==> src/hdl/assert_macros.svh <==
// assertion macros used by the top-level rtl file
`ifndef ASSERT_MACROS_SVH
`define ASSERT_MACROS_SVH

// condition holds at every clock edge out of reset
`define CHK_ALWAYS(label, cond, msg) \
    label: assert property (@(posedge clk) disable iff (!rst_n) (cond)) \
        else $error(msg);

// antecedent in one cycle implies consequent in the next
`define CHK_NEXT(label, ante, cons, msg) \
    label: assert property (@(posedge clk) disable iff (!rst_n) (ante) |=> (cons)) \
        else $error(msg);

`endif

==> src/hdl/phsc_pkg.sv <==
// package: widths, register indexes, multiplier request type and saturation helpers
package phsc_pkg;

    localparam int DATA_W    = 32;
    localparam int MUL_W     = 33;
    localparam int PROD_W    = 2 * MUL_W;
    localparam int INT_W     = 18;
    localparam int ACC_W     = DATA_W + 2;
    localparam int FRAC_W    = 16;
    localparam int TP_W      = 16;
    localparam int TR_W      = 31;
    localparam int THR_W     = 31;
    localparam int CFG_IDX_W = 3;

    localparam logic signed [INT_W-1:0] INT_MAX = 18'sd65536;
    localparam logic signed [INT_W-1:0] INT_MIN = -18'sd65536;

    localparam logic signed [DATA_W-1:0] Q_MAX = 32'sh7fff_ffff;
    localparam logic signed [DATA_W-1:0] Q_MIN = 32'sh8000_0000;

    // configuration register indexes
    localparam logic [CFG_IDX_W-1:0] REG_DISTANCE_GAIN      = 3'd0;
    localparam logic [CFG_IDX_W-1:0] REG_HEADING_P_GAIN     = 3'd1;
    localparam logic [CFG_IDX_W-1:0] REG_HEADING_I_GAIN     = 3'd2;
    localparam logic [CFG_IDX_W-1:0] REG_HEADING_D_GAIN     = 3'd3;
    localparam logic [CFG_IDX_W-1:0] REG_TICK_PERIOD        = 3'd4;
    localparam logic [CFG_IDX_W-1:0] REG_TICK_RATE          = 3'd5;
    localparam logic [CFG_IDX_W-1:0] REG_HEADING_THRESHOLD  = 3'd6;
    localparam logic [CFG_IDX_W-1:0] REG_DISTANCE_THRESHOLD = 3'd7;

    typedef struct packed {
        logic                    en;
        logic signed [MUL_W-1:0] a;
        logic signed [MUL_W-1:0] b;
    } mul_req_t;

    // floor a q16.16 product by 16 bits and saturate to 32 bits
    function automatic logic signed [DATA_W-1:0] sat_q(input logic signed [PROD_W-1:0] p);
        logic [PROD_W-DATA_W-FRAC_W:0] hi;
        hi = p[PROD_W-1:DATA_W+FRAC_W-1];
        if ((&hi) || (~|hi))
            sat_q = p[DATA_W+FRAC_W-1:FRAC_W];
        else if (p[PROD_W-1])
            sat_q = Q_MIN;
        else
            sat_q = Q_MAX;
    endfunction

    // saturate a widened sum to 32 bits
    function automatic logic signed [DATA_W-1:0] sat_acc(input logic signed [ACC_W-1:0] v);
        logic [ACC_W-DATA_W:0] hi;
        hi = v[ACC_W-1:DATA_W-1];
        if ((&hi) || (~|hi))
            sat_acc = v[DATA_W-1:0];
        else if (v[ACC_W-1])
            sat_acc = Q_MIN;
        else
            sat_acc = Q_MAX;
    endfunction

endpackage

==> src/hdl/phsc_mul.sv <==
// shared signed multiplier with registered product
module phsc_mul
    import phsc_pkg::*;
(
    input  logic                     clk,
    input  mul_req_t                 req,
    output logic signed [PROD_W-1:0] prod
);

    logic signed [PROD_W-1:0] prod_reg;
    logic signed [PROD_W-1:0] prod_next;

    always_comb
    begin
        prod_next = prod_reg;
        if (req.en)
        begin
            prod_next = req.a * req.b;
        end
    end

    always_ff @(posedge clk)
    begin
        prod_reg <= prod_next;
    end

    assign prod = prod_reg;

endmodule

==> src/hdl/pid_heading_speed_controller.sv <==
// top level: heading and speed pid controller with clamped heading integral
// an input beat steps through ST_INT to ST_F, then ST_FIN loads the output beat once the output is free
// the input takes no new beat before the last one is done; the one shared 33x33 multiplier
//   runs six products per item in sequence (e*dt, diff*rate, three pid terms, distance)
// a pending output beat that is not taken stalls the last step, and the input stays not ready
// reset (rst_n, async, active low) clears state and loads the default configuration
module pid_heading_speed_controller
    import phsc_pkg::*;
(
    input  logic                 clk,
    input  logic                 rst_n,
    // config write port
    input  logic                 cfg_we,
    input  logic [CFG_IDX_W-1:0] cfg_index,
    input  logic [DATA_W-1:0]    cfg_data,
    // input beat
    input  logic                 s_axis_tvalid,
    output logic                 s_axis_tready,
    input  logic [2*DATA_W-1:0]  s_axis_tdata,   // [31:0] distance_error, [63:32] heading_error
    // output beat
    output logic                 m_axis_tvalid,
    input  logic                 m_axis_tready,
    output logic [2*DATA_W-1:0]  m_axis_tdata    // [31:0] forward_command, [63:32] turn_command
);

`include "assert_macros.svh"

    // sequencer steps; each multiply step issues one product, and each step after ST_INT retires the previous one
    localparam logic [2:0] ST_IDLE = 3'd0;  // wait for an input beat
    localparam logic [2:0] ST_INT  = 3'd1;  // issue e*dt, form saturated error difference
    localparam logic [2:0] ST_DER  = 3'd2;  // issue diff*rate, update clamped integral
    localparam logic [2:0] ST_P    = 3'd3;  // issue kp*e, latch derivative
    localparam logic [2:0] ST_I    = 3'd4;  // issue ki*integral, start pid sum
    localparam logic [2:0] ST_D    = 3'd5;  // issue kd*deriv, add integral term
    localparam logic [2:0] ST_F    = 3'd6;  // issue kdist*dist, add derivative term
    localparam logic [2:0] ST_FIN  = 3'd7;  // pick the mode and load the output

    // configuration registers
    logic signed [DATA_W-1:0] dist_gain_reg, dist_gain_next;
    logic signed [DATA_W-1:0] p_gain_reg, p_gain_next;
    logic signed [DATA_W-1:0] i_gain_reg, i_gain_next;
    logic signed [DATA_W-1:0] d_gain_reg, d_gain_next;
    logic [TP_W-1:0]          tick_period_reg, tick_period_next;
    logic [TR_W-1:0]          tick_rate_reg, tick_rate_next;
    logic [THR_W-1:0]         head_thr_reg, head_thr_next;
    logic [THR_W-1:0]         dist_thr_reg, dist_thr_next;

    // control
    logic [2:0] state_reg, state_next;
    logic       out_valid_reg, out_valid_next;

    // controller state
    logic signed [DATA_W-1:0] last_err_reg, last_err_next;
    logic signed [INT_W-1:0]  integral_reg, integral_next;
    logic                     yaw_fix_reg, yaw_fix_next;
    logic signed [DATA_W-1:0] held_fwd_reg, held_fwd_next;
    logic signed [DATA_W-1:0] held_turn_reg, held_turn_next;

    // per-item working registers
    logic signed [DATA_W-1:0] dist_reg, dist_next;
    logic signed [DATA_W-1:0] head_reg, head_next;
    logic signed [DATA_W-1:0] diff_reg, diff_next;
    logic signed [DATA_W-1:0] deriv_reg, deriv_next;
    logic signed [ACC_W-1:0]  acc_reg, acc_next;

    // shared multiplier
    mul_req_t                 mul_req;
    logic signed [PROD_W-1:0] prod;

    phsc_mul u_mul (
        .clk  (clk),
        .req  (mul_req),
        .prod (prod)
    );

    logic signed [DATA_W-1:0] term_q;      // floored and saturated product
    logic signed [DATA_W:0]   diff_wide;
    logic signed [DATA_W:0]   int_sum;
    logic signed [DATA_W-1:0] pid;
    logic [DATA_W-1:0]        head_abs;
    logic                     turn_needed;
    logic                     dist_far;
    logic                     out_free;

    assign term_q = sat_q(prod);
    assign diff_wide = {head_reg[DATA_W-1], head_reg} - {last_err_reg[DATA_W-1], last_err_reg};
    // e*dt fits 48 bits, so its floor fits 32 without saturation
    assign int_sum = {{(DATA_W+1-INT_W){integral_reg[INT_W-1]}}, integral_reg}
                   + {prod[DATA_W+FRAC_W-1], prod[DATA_W+FRAC_W-1:FRAC_W]};
    assign pid = sat_acc(acc_reg);
    // magnitude as unsigned, so the most negative error maps to 2^31
    assign head_abs = head_reg[DATA_W-1] ? DATA_W'(-head_reg) : DATA_W'(head_reg);
    assign turn_needed = head_abs > {1'b0, head_thr_reg};
    assign dist_far = dist_reg > $signed({1'b0, dist_thr_reg});
    assign out_free = !out_valid_reg || m_axis_tready;

    assign s_axis_tready = (state_reg == ST_IDLE);
    assign m_axis_tvalid = out_valid_reg;
    assign m_axis_tdata  = {held_turn_reg, held_fwd_reg};

    // operand select for the shared multiplier
    always_comb
    begin
        mul_req.en = 1'b1;
        mul_req.a  = '0;
        mul_req.b  = '0;
        case (state_reg)
            ST_INT:
            begin
                mul_req.a = {head_reg[DATA_W-1], head_reg};
                mul_req.b = {{(MUL_W-TP_W){1'b0}}, tick_period_reg};
            end
            ST_DER:
            begin
                mul_req.a = {diff_reg[DATA_W-1], diff_reg};
                mul_req.b = {{(MUL_W-TR_W){1'b0}}, tick_rate_reg};
            end
            ST_P:
            begin
                mul_req.a = {p_gain_reg[DATA_W-1], p_gain_reg};
                mul_req.b = {head_reg[DATA_W-1], head_reg};
            end
            ST_I:
            begin
                mul_req.a = {i_gain_reg[DATA_W-1], i_gain_reg};
                mul_req.b = {{(MUL_W-INT_W){integral_reg[INT_W-1]}}, integral_reg};
            end
            ST_D:
            begin
                mul_req.a = {d_gain_reg[DATA_W-1], d_gain_reg};
                mul_req.b = {deriv_reg[DATA_W-1], deriv_reg};
            end
            ST_F:
            begin
                mul_req.a = {dist_gain_reg[DATA_W-1], dist_gain_reg};
                mul_req.b = {dist_reg[DATA_W-1], dist_reg};
            end
            default:
            begin
                mul_req.en = 1'b0;
            end
        endcase
    end

    // configuration writes
    always_comb
    begin
        dist_gain_next   = dist_gain_reg;
        p_gain_next      = p_gain_reg;
        i_gain_next      = i_gain_reg;
        d_gain_next      = d_gain_reg;
        tick_period_next = tick_period_reg;
        tick_rate_next   = tick_rate_reg;
        head_thr_next    = head_thr_reg;
        dist_thr_next    = dist_thr_reg;
        if (cfg_we)
        begin
            case (cfg_index)
                REG_DISTANCE_GAIN:      dist_gain_next   = cfg_data;
                REG_HEADING_P_GAIN:     p_gain_next      = cfg_data;
                REG_HEADING_I_GAIN:     i_gain_next      = cfg_data;
                REG_HEADING_D_GAIN:     d_gain_next      = cfg_data;
                REG_TICK_PERIOD:        tick_period_next = cfg_data[TP_W-1:0];
                REG_TICK_RATE:          tick_rate_next   = cfg_data[TR_W-1:0];
                REG_HEADING_THRESHOLD:  head_thr_next    = cfg_data[THR_W-1:0];
                REG_DISTANCE_THRESHOLD: dist_thr_next    = cfg_data[THR_W-1:0];
                default:                ;
            endcase
        end
    end

    // sequencer and datapath
    always_comb
    begin
        state_next     = state_reg;
        out_valid_next = out_valid_reg && !m_axis_tready;
        last_err_next  = last_err_reg;
        integral_next  = integral_reg;
        yaw_fix_next   = yaw_fix_reg;
        held_fwd_next  = held_fwd_reg;
        held_turn_next = held_turn_reg;
        dist_next      = dist_reg;
        head_next      = head_reg;
        diff_next      = diff_reg;
        deriv_next     = deriv_reg;
        acc_next       = acc_reg;

        case (state_reg)
            ST_IDLE:
            begin
                if (s_axis_tvalid)
                begin
                    dist_next  = s_axis_tdata[DATA_W-1:0];
                    head_next  = s_axis_tdata[2*DATA_W-1:DATA_W];
                    state_next = ST_INT;
                end
            end
            ST_INT:
            begin
                diff_next  = sat_acc({diff_wide[DATA_W], diff_wide});
                state_next = ST_DER;
            end
            ST_DER:
            begin
                // clamp to plus or minus 1.0
                if (int_sum > $signed({{(DATA_W+1-INT_W){1'b0}}, INT_MAX}))
                    integral_next = INT_MAX;
                else if (int_sum < $signed({{(DATA_W+1-INT_W){1'b1}}, INT_MIN}))
                    integral_next = INT_MIN;
                else
                    integral_next = int_sum[INT_W-1:0];
                state_next = ST_P;
            end
            ST_P:
            begin
                deriv_next = term_q;
                state_next = ST_I;
            end
            ST_I:
            begin
                acc_next   = {{(ACC_W-DATA_W){term_q[DATA_W-1]}}, term_q};
                state_next = ST_D;
            end
            ST_D:
            begin
                acc_next   = acc_reg + {{(ACC_W-DATA_W){term_q[DATA_W-1]}}, term_q};
                state_next = ST_F;
            end
            ST_F:
            begin
                acc_next   = acc_reg + {{(ACC_W-DATA_W){term_q[DATA_W-1]}}, term_q};
                state_next = ST_FIN;
            end
            ST_FIN:
            begin
                // the product register still holds kdist*dist until the next item
                if (out_free)
                begin
                    last_err_next  = head_reg;
                    out_valid_next = 1'b1;
                    state_next     = ST_IDLE;
                    if (turn_needed && !yaw_fix_reg)
                    begin
                        held_fwd_next  = '0;
                        held_turn_next = pid;
                    end
                    else if (dist_far)
                    begin
                        held_fwd_next  = term_q;
                        held_turn_next = pid;
                    end
                    else if (turn_needed)
                    begin
                        // sticky until reset
                        yaw_fix_next   = 1'b1;
                        held_fwd_next  = '0;
                        held_turn_next = pid;
                    end
                end
            end
            default:
            begin
                state_next = ST_IDLE;
            end
        endcase
    end

    always_ff @(posedge clk or negedge rst_n)
    begin
        if (!rst_n)
        begin
            dist_gain_reg   <= '0;
            p_gain_reg      <= '0;
            i_gain_reg      <= '0;
            d_gain_reg      <= '0;
            tick_period_reg <= TP_W'(6554);
            tick_rate_reg   <= TR_W'(655360);
            head_thr_reg    <= THR_W'(3277);
            dist_thr_reg    <= THR_W'(3277);
            state_reg       <= ST_IDLE;
            out_valid_reg   <= 1'b0;
            last_err_reg    <= '0;
            integral_reg    <= '0;
            yaw_fix_reg     <= 1'b0;
            held_fwd_reg    <= '0;
            held_turn_reg   <= '0;
        end
        else
        begin
            dist_gain_reg   <= dist_gain_next;
            p_gain_reg      <= p_gain_next;
            i_gain_reg      <= i_gain_next;
            d_gain_reg      <= d_gain_next;
            tick_period_reg <= tick_period_next;
            tick_rate_reg   <= tick_rate_next;
            head_thr_reg    <= head_thr_next;
            dist_thr_reg    <= dist_thr_next;
            state_reg       <= state_next;
            out_valid_reg   <= out_valid_next;
            last_err_reg    <= last_err_next;
            integral_reg    <= integral_next;
            yaw_fix_reg     <= yaw_fix_next;
            held_fwd_reg    <= held_fwd_next;
            held_turn_reg   <= held_turn_next;
        end
    end

    // working registers need no reset
    always_ff @(posedge clk)
    begin
        dist_reg  <= dist_next;
        head_reg  <= head_next;
        diff_reg  <= diff_next;
        deriv_reg <= deriv_next;
        acc_reg   <= acc_next;
    end

    // heading integral never leaves plus or minus 1.0
    `CHK_ALWAYS(a_integral_range, integral_reg <= INT_MAX && integral_reg >= INT_MIN, "heading integral out of range")

    // yaw-fix flag only clears on reset
    `CHK_NEXT(a_yaw_fix_sticky, yaw_fix_reg, yaw_fix_reg, "yaw fix flag dropped")

    // a waiting output beat holds the last step and its commands
    `CHK_NEXT(a_fin_stall, state_reg == ST_FIN && out_valid_reg && !m_axis_tready, state_reg == ST_FIN && $stable(held_turn_reg) && $stable(held_fwd_reg), "output overwritten while pending")

endmodule

==> config.mk <==
export PLATFORM = sky130hd
export DESIGN_NAME = pid_heading_speed_controller
export DESIGN_NICKNAME = d
export VERILOG_FILES = /design/src/hdl/phsc_pkg.sv /design/src/hdl/phsc_mul.sv /design/src/hdl/pid_heading_speed_controller.sv
export VERILOG_INCLUDE_DIRS = /design/src /design/src/hdl
export SDC_FILE = /design/constraint.sdc
export NUM_CORES = 2
export LEC_CHECK = 0
export BUFFER_PORTS_ARGS = -buffer_cell sky130_fd_sc_hd__buf_2
export CORE_UTILIZATION = 60
export DETAILED_ROUTE_END_ITERATION = 8
export HOLD_SLACK_MARGIN = 0.1
export PLACE_DENSITY_LB_ADDON = 0.08
export SYNTH_ARGS = -nofsm -noshare
export SYNTH_HDL_FRONTEND = slang
export SYNTH_HIERARCHICAL = 1
export SYNTH_SLANG_ARGS = --single-unit
==> constraint.sdc <==
create_clock -name clk -period 12 [get_ports clk]
set_input_delay 0.6 -clock clk [delete_from_list [all_inputs] [get_ports clk]]
set_output_delay 0.6 -clock clk [all_outputs]
set_load 0.01 [all_outputs]
After elaboration in Yosys (flattened, before gate mapping) --
Index checks and enable logic that the tools add are counted.
Word-level totals: logic and storage cells 108, register bits after elaboration 584, output and inout bits 66
Cells by class: multiply operators 1, reductions and logical operators 37, equal/unequal tests 16, bitwise operators 2, add/subtract/negate cells 4, magnitude comparators 4, multiplexer cells 23
Operators with widths (number):
- two-way mux 32 bit | 13
- case mux 66 bit (6 select lines) | 1
- case mux 34 bit (2 select lines) | 1
- multiplier 33 x 33 -> 66 bit | 1
- two-way mux 18 bit | 2
- adder 34 bit | 1
- adder 18 x 32 -> 33 bit | 1
- greater-than comparator 33 x 18 -> 1 bit (second input constant) | 1
- less-than comparator 33 x 17 -> 1 bit (second input constant) | 1
- subtractor 32 x 32 -> 33 bit | 1
- greater-than comparator 32 x 31 -> 1 bit | 1
- greater-than comparator 32 bit | 1
- negation 32 bit | 1
- == test 3 bit (second input constant) | 8
- case mux 3 bit (8 select lines) | 1
- AND reduction 2 bit | 12
- AND reduction 19 bit | 1
- OR reduction 19 bit | 1
- == test 3 x 2 -> 1 bit (second input constant) | 4
- == test 3 x 1 -> 1 bit (second input constant) | 2
- zero test 1 bit | 6
- zero test 3 bit | 2
- two-way mux 3 bit | 2
- AND reduction 3 bit | 2
- other kinds (11) | 20

Longest topological paths before layout --
depth after elaboration 7, mapped depth 38, mapped depth without buffers 32

By module --
Netlist, hierarchy kept.
By module, submodules not included:
- phsc_mul | cells each 4295, area each 40935.5 um2, sequential area each 1981.9 um2, times used 1
- pid_heading_speed_controller | cells each 2868, area each 29326.9 um2, sequential area each 13802.0 um2, times used 1

Least setup slack after synthesis --
Ideal clock, no wire load.
path kind register -> register, from reg state_reg[0], to reg u_mul.prod_reg[62], in the netlist u_mul/prod[62], data pin, clock period less this slack 10188 ps, cell stages (with the launch flop) 30, setup time 277 ps, arrival 9911 ps, data required time 11723 ps, path slack 1812 ps, buffers on the path 4, cells stage by stage dfrtp_1 > clkbuf_1 > nor2b_1 > nor2b_1 > clkbuf_1 > clkbuf_1 > a22oi_1 > nand3_1 > clkbuf_1 > nand2_1 > inv_1 > fa_1 > fa_1 > fa_1 > fa_1 > fa_1 > fa_1 > fa_1 > inv_1 > fa_1 > inv_1 > ha_1 > a21o_1 > a21oi_1 > o21ai_0 > a21o_1 > a21oi_1 > o21ai_0 > nor3_1 > o311ai_1
RTL lines:
- start: declaration | RTL line pid_heading_speed_controller.sv:49 | logic [2:0] state_reg, state_next;
- start signal: assignment | RTL line pid_heading_speed_controller.sv:298 | state_reg <= state_next;
- end signal: assignment | RTL line phsc_mul.sv:24 | prod_reg <= prod_next;
- end: declaration | RTL line phsc_mul.sv:10 | logic signed [PROD_W-1:0] prod_reg;

==> reports/summary.txt <==
OUTCOME
--------------------------------------------------------------------------------------------------------
Run status                                                                                  finished with violations
Violations in the final reports                                                             design-rule violations

FLOORPLANNING
--------------------------------------------------------------------------------------------------------
Initial cell density of the core                                                                   60.7%
Die Footprint                                                                               117,000 um^2
Total number of placement rows                                                                       124
Total core area                                                                             115,000 um^2
I/O pin total                                                                                        170
Die width                                                                                         343 um
Die Span Y                                                                                        343 um

TIMING
--------------------------------------------------------------------------------------------------------
Final period utilization                                                                           90.5%
Post-Route Hold Slack                                                                             129 ps
Worst clock skew on the final layout                                                             45.3 ps
Final setup violation count                                                                            0
Setup TNS after final layout                                                                        0 ps
Achievable Freq                                                                                 92.1 MHz
Final max-slew violation count                                                                         0
Hold violation count in the final report                                                               0
Final critical delay including setup and external delays                                       10,860 ps
Slew at the pin closest to its max-slew limit                                                    1370 ps
Max transition margin                                                                              8.38%
Setup repair after global routing missed its margin                                                   no

CRITICAL PATH
--------------------------------------------------------------------------------------------------------
Most prevalent standard cell on the critical path                                           sky130_fd_sc_hd__fa_1
Maximum cell stage delay along the critical path                                                  750 ps
Cell with the biggest individual delay on the critical path                                 sky130_fd_sc_hd__nand3_1
Worst path required time                                                                       12,390 ps
Setup crit end kind                                                                            flip-flop
Worst-path fanout max                                                                                 46
CP arrival                                                                                     11,250 ps
Worst Path Class, Setup                                                                     flip-flop to flip-flop
Element type at the critical path start                                                        flip-flop

GLOBAL ROUTING
--------------------------------------------------------------------------------------------------------
Wire length of the first global-routing pass                                                      323 mm
Via count of the first global-routing pass                                                        53,377
Antenna violations before repair                                                                      12
Pin count of the biggest net entering global routing                                                  96
Total global routing track utilization                                                             36.6%
Residual overflow from global routing                                                                  0

CLOCKING
--------------------------------------------------------------------------------------------------------
CTS Sinks                                                                                            568
Total clock buffers created by CTS                                                                    54
Number of hold buffers added after cts                                                                 1
CTS tree                                                                                             yes
Maximum root-to-sink buffer count                                                                      3
Clk Tree Root Cell                                                                          sky130_fd_sc_hd__clkbuf_16
Post-CTS clock slew at the launch and capture registers of the worst setup and hold paths          70 ps
H-tree levels                                                                                          2
Post-CTS resize count                                                                                  0
Buffers inserted by post-CTS timing repair                                                             0
Worst-Skew Late Latency                                                                           660 ps

DRT
--------------------------------------------------------------------------------------------------------
Drt total wl                                                                                      208 mm
DR iter-0 viols                                                                                    4,786
Residual DRC                                                                                          12
Routed via count                                                                                  52,106
Wire per inst                                                                                    23.9 um
Number of optimization iterations in the first detailed-route pass                                     8
Avg Vias per Cell                                                                                   6.00
Antenna viol nets, final                                                                               0

CELLS AND AREA
--------------------------------------------------------------------------------------------------------
Fillers                                                                                            9,518
Synthesis-to-finish area growth                                                                    6.30%
Non-Filler Instances                                                                               8,683
Number of flip-flops under the largest register name                                                  50
Post-layout net count                                                                              8,752
Share of final-layout standard cells stronger than drive strength 1                                10.1%

PLACE
--------------------------------------------------------------------------------------------------------
Number of cells after detailed placement                                                           8,578
Half-perimeter wire length after detailed placement                                               162 mm
Final estimated routing congestion in global placement                                              1.01
Count of input and output buffers                                                                    169

JOB
--------------------------------------------------------------------------------------------------------
Max Cap Violations                                                                                     0

WORST HOLD PATH
--------------------------------------------------------------------------------------------------------
Worst min path class                                                                        primary input to flip-flop

SYNTHESIS
--------------------------------------------------------------------------------------------------------
Post-Syn Area                                                                                69,600 um^2
Average cell area after synthesis                                                              9.78 um^2
Mapped Cells                                                                                       7,122
Number of nets produced by synthesis                                                               8,751
Warnings from Yosys                                                                                    6

final timing paths:
kind	slack [ps]	endpoint	from	cells past startpoint
min in group asynchronous	530	held_turn_reg[23]	rst_n	2
worst min-delay path	130	head_reg[16]	s_axis_tdata[48]	1
worst min register to register	370	yaw_fix_reg	yaw_fix_reg	0
max in group asynchronous	9900	p_gain_reg[8]	rst_n	3
worst max-delay path	1140	u_mul/prod[60]	state_reg[2]	29
worst max register to register	1140	u_mul/prod[60]	state_reg[2]	29
critical path, delay by kind of cell (launching register included):
family | cells | cell delay (ps)
buf+inv | 6 | 1340
simple gates | 5 | 2030
compound gates | 9 | 2070
flops | 1 | 700
fa+ha+maj | 9 | 4390
layer usage:
layer | track usage [%] | wire length, um | vias up
met5 | 0 | 63 | -
met4 | 14.7 | 9740 | 8
met3 | 7.01 | 18500 | 471
met2 | 57.5 | 95900 | 2336
met1 | 50.4 | 83600 | 26675
li1 | - | - | 22616
area by class of cell:
| type | instances | area [um^2] | area share [%] |
|---|---|---|---|
| Antenna cell | 2 | 5.00 | 0.00676 |
| Clock buffer | 77 | 1570 | 2.12 |
| Clock inverter | 25 | 239 | 0.323 |
| Inverter | 1273 | 4780 | 6.46 |
| Multi-Input combinational cell | 4907 | 48200 | 65.1 |
| Sequential cell | 568 | 15300 | 20.7 |
| Tap cell | 1512 | 1890 | 2.56 |
| Timing Repair Buffer | 319 | 2010 | 2.72 |
metrics by stage:
| step | utilization, % | area [um^2] | setup WS, ps |
|---|---|---|---|
| floorplan | - | 69600 | 1810 |
| global placement | 63.0 | 72200 | 1520 |
| detailed placement | 63.0 | 72200 | 1420 |
| CTS | 64.5 | 74000 | 1410 |
| global route | 64.5 | 74000 | 811 |
| finish | 64.5 | 74000 | 1140 |
layout by cell type (no fill, tap or decap), types with 23 or more instances in the layout:
cell type                   instances
sky130_fd_sc_hd__buf_4            147
sky130_fd_sc_hd__mux2_2           239
sky130_fd_sc_hd__fa_1            1148
sky130_fd_sc_hd__clkbuf_16         56
sky130_fd_sc_hd__nand3_1          102
sky130_fd_sc_hd__o21ai_1           44
sky130_fd_sc_hd__nand2_1          793
sky130_fd_sc_hd__o211ai_1          23
sky130_fd_sc_hd__nand4_1           47
sky130_fd_sc_hd__xor2_1            43
sky130_fd_sc_hd__nor3_1            42
sky130_fd_sc_hd__o21ai_0          255
sky130_fd_sc_hd__dfstp_2           23
sky130_fd_sc_hd__a21o_1            89
sky130_fd_sc_hd__and3_1            28
sky130_fd_sc_hd__ha_1             377
sky130_fd_sc_hd__nor2b_1           29
sky130_fd_sc_hd__a21oi_1          207
sky130_fd_sc_hd__xnor2_1          108
sky130_fd_sc_hd__edfxtp_1         212
sky130_fd_sc_hd__a22oi_1          174
sky130_fd_sc_hd__and2_1           571
sky130_fd_sc_hd__nand2b_1          36
sky130_fd_sc_hd__nor2_1           213
sky130_fd_sc_hd__dfrtp_1          333
sky130_fd_sc_hd__buf_2            168
sky130_fd_sc_hd__inv_1           1273
sky130_fd_sc_hd__o21a_1            25
Power is left out: the tool's default activity adds up to more than one toggle a clock period on the data nets, which glitch-free logic cannot reach.
